===== src/perl_fade.sv =====
`timescale 1ns / 1ps
// Three-stage fade curve 6t^5-15t^4+10t^3 for one axis, with the fraction
// delayed alongside. Standalone, no package needed.
module perl_fade #(
  parameter int FRAC_BITS = 16
) (
  input  logic                 clk,
  input  logic [2:0]           en,
  input  logic [FRAC_BITS-1:0] t_in,
  output logic [FRAC_BITS-1:0] t_out,
  output logic [FRAC_BITS:0]   fade
);

  localparam int FB = FRAC_BITS;
  localparam logic signed [FB+5:0]   K6     = (FB+6)'(6);
  localparam logic signed [FB+5:0]   K15ONE = (FB+6)'(15) <<< FB;
  localparam logic signed [FB+5:0]   K10ONE = (FB+6)'(10) <<< FB;
  localparam logic signed [2*FB+11:0] HALF_A = (2*FB+12)'(1) <<< (FB-1);
  localparam logic [2*FB:0]           HALF_U = (2*FB+1)'(1) << (FB-1);
  localparam logic signed [2*FB+7:0]  HALF_F = (2*FB+8)'(1) <<< (FB-1);
  localparam logic signed [2*FB+7:0]  ONE_F  = (2*FB+8)'(1) <<< FB;

  // stage 1
  logic signed [FB+5:0]   t_s, a_c;
  logic signed [2*FB+11:0] ta_p;
  logic [2*FB:0]          tt_p;
  logic [FB-1:0]          t1, tt1;
  logic signed [FB+5:0]   b1;
  // stage 2
  logic [2*FB:0]          c_p;
  logic [FB-1:0]          t2, c2;
  logic signed [FB+5:0]   b2;
  // stage 3
  logic signed [2*FB+7:0] f_p;

  always_comb begin
    t_s  = $signed({6'b0, t_in});
    a_c  = t_s * K6 - K15ONE;
    ta_p = (t_s * a_c + HALF_A) >>> FB;
    tt_p = ((2*FB+1)'(t_in) * (2*FB+1)'(t_in) + HALF_U) >> FB;
    c_p  = ((2*FB+1)'(tt1) * (2*FB+1)'(t1) + HALF_U) >> FB;
    f_p  = ($signed({1'b0, c2}) * b2 + HALF_F) >>> FB;
  end

  always_ff @(posedge clk) begin
    if (en[0]) begin
      t1  <= t_in;
      tt1 <= tt_p[FB-1:0];
      b1  <= ta_p[FB+5:0] + K10ONE;
    end
    if (en[1]) begin
      t2 <= t1;
      c2 <= c_p[FB-1:0];
      b2 <= b1;
    end
    if (en[2]) begin
      t_out <= t2;
      priority if (f_p < 0) begin
        fade <= '0;
      end else if (f_p > ONE_F) begin
        fade <= ONE_F[FB:0];
      end else begin
        fade <= f_p[FB:0];
      end
    end
  end

endmodule


===== config.mk =====
export PLATFORM = sky130hd
export DESIGN_NAME = perl_fade
export DESIGN_NICKNAME = d
export VERILOG_FILES = /design/src/perl_fade.sv
export SDC_FILE = /design/constraint.sdc
export NUM_CORES = 2
export LEC_CHECK = 0
export BUFFER_PORTS_ARGS = -buffer_cell sky130_fd_sc_hd__buf_2
export CAP_MARGIN = 15
export CELL_PAD_IN_SITES_DETAIL_PLACEMENT = 0
export CELL_PAD_IN_SITES_GLOBAL_PLACEMENT = 1
export CORE_MARGIN = 4
export CORE_UTILIZATION = 45
export CTS_CLUSTER_DIAMETER = 30
export DETAILED_ROUTE_END_ITERATION = 16
export PLACE_DENSITY = 0.84
export SLEW_MARGIN = 20
export SYNTH_ARGS = -nofsm -noshare
export SYNTH_HDL_FRONTEND = slang
export SYNTH_SLANG_ARGS = --single-unit

===== constraint.sdc =====
create_clock -name clk -period 25.2 [get_ports clk]
set_clock_uncertainty 0.15 [all_clocks]
set_input_delay 3.78 -clock clk [delete_from_list [all_inputs] [get_ports clk]]
set_output_delay 3.78 -clock clk [all_outputs]
set_load 0.01 [all_outputs]

Yosys cells after proc, flatten, opt, wreduce, memory -nomap -nowiden
Cells that the tools add are included.
{ "classes": {"add_sub_neg": 6, "multipliers": 5, "magnitude_cmp": 2, "mux": 1, "reduce_logical": 1} }
{ "ops": {"columns": ["operator", "count"], "rows": [
  ["adder 32 x 16 -> 32 bit, second input constant", 2],
  ["multiplier 16 x 16 -> 32 bit", 2],
  ["adder 39 x 17 -> 40 bit, second input constant", 1],
  ["multiplier 17 x 22 -> 39 bit", 1],
  ["adder 38 x 17 -> 38 bit, second input constant", 1],
  ["multiplier 17 x 21 -> 38 bit", 1],
  ["greater-than comparator 24 x 18 -> 1 bit, second input constant", 1],
  ["less-than comparator 24 x 1 -> 1 bit, second input constant", 1],
  ["adder 22 x 20 -> 22 bit, second input constant", 1],
  ["subtractor 19 x 20 -> 21 bit, second input constant", 1],
  ["multiplier 16 x 2 -> 18 bit, second input constant", 1],
  ["2-to-1 mux 17 bit", 1],
  ["OR reduction 2 bit", 1]
]} }
{ "word_totals": {"ff_bits": 141, "out_inout_bits": 33, "wordCells": 24} }

Depth between registers and ports, before layout
{ "depth": {"depth_word": 5, "depth_mapped": 48, "mapped_depth_nobuf": 46} }

Worst setup path after synthesis
OpenSTA, ideal clock, no wires.
{ "synth_timing": {"path_type": "in2reg", "startpoint": "input t_in[1]", "endpoint": "register b1[21], data pin", "t_arrival_ns": 13.573, "required_time_ns": 24.790, "setup_slack_ns": 11.217, "stages": 44, "path_buffers": 3, "cell_sequence": "clkbuf_1 clkinv_1 fa_1 nor2b_1 o21ai_0 a21oi_1 o21ai_0 a21oi_1 o2111ai_1 nand3_1 a31oi_1 xor2_1 clkinv_1 clkbuf_1 ha_1 o311ai_0 clkbuf_1 nand2_1 (+8 left out) inv_1 ha_1 a21o_1 a21o_1 a21o_1 a21o_1 o2111ai_1 a21boi_0 o21ai_0 nand2_1 a31oi_1 xnor2_1 ha_1 nor2_1 o21ai_0 and4_1 o22ai_1 xnor2_1"} }
{ "synth_via": {"elab_chain_len": 5} }
{ "synth_lines": {"columns": ["item", "line_no", "source"], "rows": [
  ["start: declaration", "9", "input logic [FRAC_BITS-1:0] t_in,"],
  ["multiplier 16 x 2 -> 18 bit", "38", "a_c = t_s * K6 - K15ONE;"],
  ["subtractor 19 x 20 -> 21 bit", "38", null],
  ["multiplier 17 x 21 -> 38 bit *", "39", "ta_p = (t_s * a_c + HALF_A) >>> FB;"],
  ["adder 38 x 17 -> 38 bit *", "39", null],
  ["adder 22 x 20 -> 22 bit *", "49", "b1 <= ta_p[FB+5:0] + K10ONE;"],
  ["end signal: assignment", "49", null],
  ["end: declaration", "28", "logic signed [FB+5:0] b1;"]
]} }
Mark *: on every way between the ends. The rest lies on a longest branch, timed or not.
A chain may end at the register's enable or synchronous reset.

Final worst setup path
Same ends and word-level chain as after synthesis.

==> impl_metrics.json <==
{
  "rsz0062_at_grt": "no",
  "layout_commonest_cell": "inv_1",
  "die-area_um2": 105000,
  "setup_tns_ps": 0,
  "start_util_pct": 45.5,
  "critPathSlowestCell": "fa_1",
  "critPathKind": "in2reg",
  "yosys.area.top_type": "fa_1",
  "critical_path_buf_inv_count": 11,
  "postSynthAreaPerCell_um2": 9.52,
  "numPortBuffers": 52,
  "syn_nets": 6239,
  "place_congestion": 0.898,
  "min_path_type": "reg2reg",
  "hold_buffers": 0,
  "synth_warnings": 0,
  "synth_edf_count": 141,
  "slew_violations": 0,
  "grtUsageTotal_pct": 20.8,
  "hold_viol_final": 0,
  "cts_resized": 0,
  "clkLatencyLatePin_ps": 490,
  "seq_area_frac_synth_pct": 9.40,
  "syn-cell-area_um2": 45000,
  "io_pins": 53,
  "cp_data_required_time_ps": 25280,
  "cpMostUsedCell": "fa_1",
  "globalRoute.totalOverflow": 0,
  "synth_ff_type": "edfxtp_1",
  "dr_total_vias": 30738,
  "synth.area.top_cells": "fa_1, ha_1, inv_1",
  "clk_pin_slew_ps": 60,
  "post_cts_buffers": 0,
  "async_flop_share_pct": 0,
  "critPathMaxFanout": 31,
  "synth_seq_cells": 141,
  "grt_pass1_vias": 34392,
  "drt_iter0_markers": 1791,
  "max_freq_ghz": 0.0691,
  "finalCritPeriodShare_pct": 57.4,
  "drtAntennaViolNets": 0,
  "syn_inst": 4728,
  "tightest_slew_ps": 1060,
  "status": "complete, no violations",
  "coreArea_um2": 98900,
  "cts_sinks": 141,
  "grt_pass1_wl_um": 177000,
  "crit_family": "adder cells",
  "cts_tree": "done",
  "cp-end-kind": "register",
  "placementRows": 115,
  "clock_tree.root_cell": "clkbuf_16",
  "drive_gt1_share_pct": 3.60,
  "clock_tree.buffer_depth": 2,
  "synth.top_cell.area_share_pct": 46.0,
  "num_antenna_cells": 0,
  "via_per_inst": 5.14,
  "h-tree-depth": 4,
  "arrival_ps": 14550,
  "layout_common_cells": "inv_1, fa_1, nand2_1",
  "period_needed_ps": 14470,
  "worstSetupStartpointType": "primary input",
  "nets": 6186,
  "ys_types": 79,
  "numCtsBuffers": 17,
  "drtPass1Iterations": 5,
  "dp_hpwl_um": 83300,
  "drt_wl_total_um": 104000,
  "grt_max_degree": 55,
  "drt-wirelength-per-cell_um": 17.3,
  "slew_headroom_pct": 29.4,
  "drc": 0,
  "die_h_um": 324,
  "num-fill-cells": 9236,
  "syn_to_final_growth_pct": 4.97,
  "die_w_um": 324,
  "grt_antenna_before_repair": 0,
  "slowest_delay_ps": 550,
  "setup_viol": 0,
  "maxCapViolCount": 0
}
## metal layers
layer	vias to the layer above	wire (µm)	GRT usage, %	share of wire (%)
met3	153	5800	2.31	5.6
met4	0	2990	6.40	2.9
li1	13833	-	-	-
met1	15880	44700	28.1	43
met2	872	50000	35.4	48
met5	-	0	0	0
## registers in the layout, summed over array words and instances (netlist names)
name	cells
b1	22
b2	22
fade	17
c2	16
t1	16
t2	16
t_out	16
tt1	16
## area by class of cell
type                            instances  area [µm²]  share of cell area, %
Clock inverter                         15         184                  0.389
Timing Repair Buffer                   95         583                   1.23
Clock buffer                           17         425                  0.900
Inverter                             1302        4890                   10.3
Tap cell                             1287        1610                   3.41
Sequential cell                       141        4230                   8.96
Multi-Input combinational cell       3118       35300                   74.8
## stage by stage
stage / cells / hold slack (ps) / setup slack, ps / instance area, µm² / utilization (%)
final: 5975 / 268 / 10730 / 47300 / 47.8
after global routing: 5975 / 278 / 10010 / 47300 / 47.8
after CTS: 5975 / 269 / 10820 / 47300 / 47.8
after detailed placement: 5943 / 255 / 10320 / 46600 / 47.2
after global placement: 5943 / 252 / 10550 / 46600 / 47.2
after floorplan: 4728 / 250 / 11220 / 45000 / -
## path summary, 6_finish.rpt
check	startpoint	depth (start not counted)	end	slack [ps]
min	b1[3]	0	b2[3]	270
min reg2reg	b1[3]	0	b2[3]	270
max reg2reg	c2[8]	21	fade[2]	17110
max	t_in[1]	50	b1[21]	10730
## synthesized netlist by cell type (all sizes together), types with 4 or more instances
library cell  instances
inv                1296
fa                 1034
nand2               571
ha                  457
and2                383
clkbuf              160
edfxtp              141
nor2                140
a21oi                78
xnor2                57
a21o                 53
nor3                 36
o21ai                36
xor2                 34
nand3                28
nand2b               19
o21a                 17
nand4                16
and3                 11
nor2b                10
or2                  10
a32oi                 9
nor4                  9
a31oi                 8
o211ai                8
buf                   7
o2bb2ai               7
clkinv                6
or3                   6
a21boi                5
a311o                 5
and4                  5
nor3b                 5
a2111oi               4
a211o                 4
a211oi                4
o2111ai               4
o311ai                4
or4                   4
## cells by family (layout without fill, tap and decap cells)
logic type      after synthesis  after routing  share of synthesized area [%]
compound gates              270            270                           4.12
xor+xnor                     92             92                           1.82
fa+ha+maj                  1491           1491                           58.7
buf+inv                    1469           1429                           12.3
flops                       141            141                           9.40
mux                           4              4                         0.0973
simple gates               1261           1261                           13.6
Power is left out: the tool's default activity adds up to more than one toggle a clock period on the data nets, which glitch-free logic cannot reach.
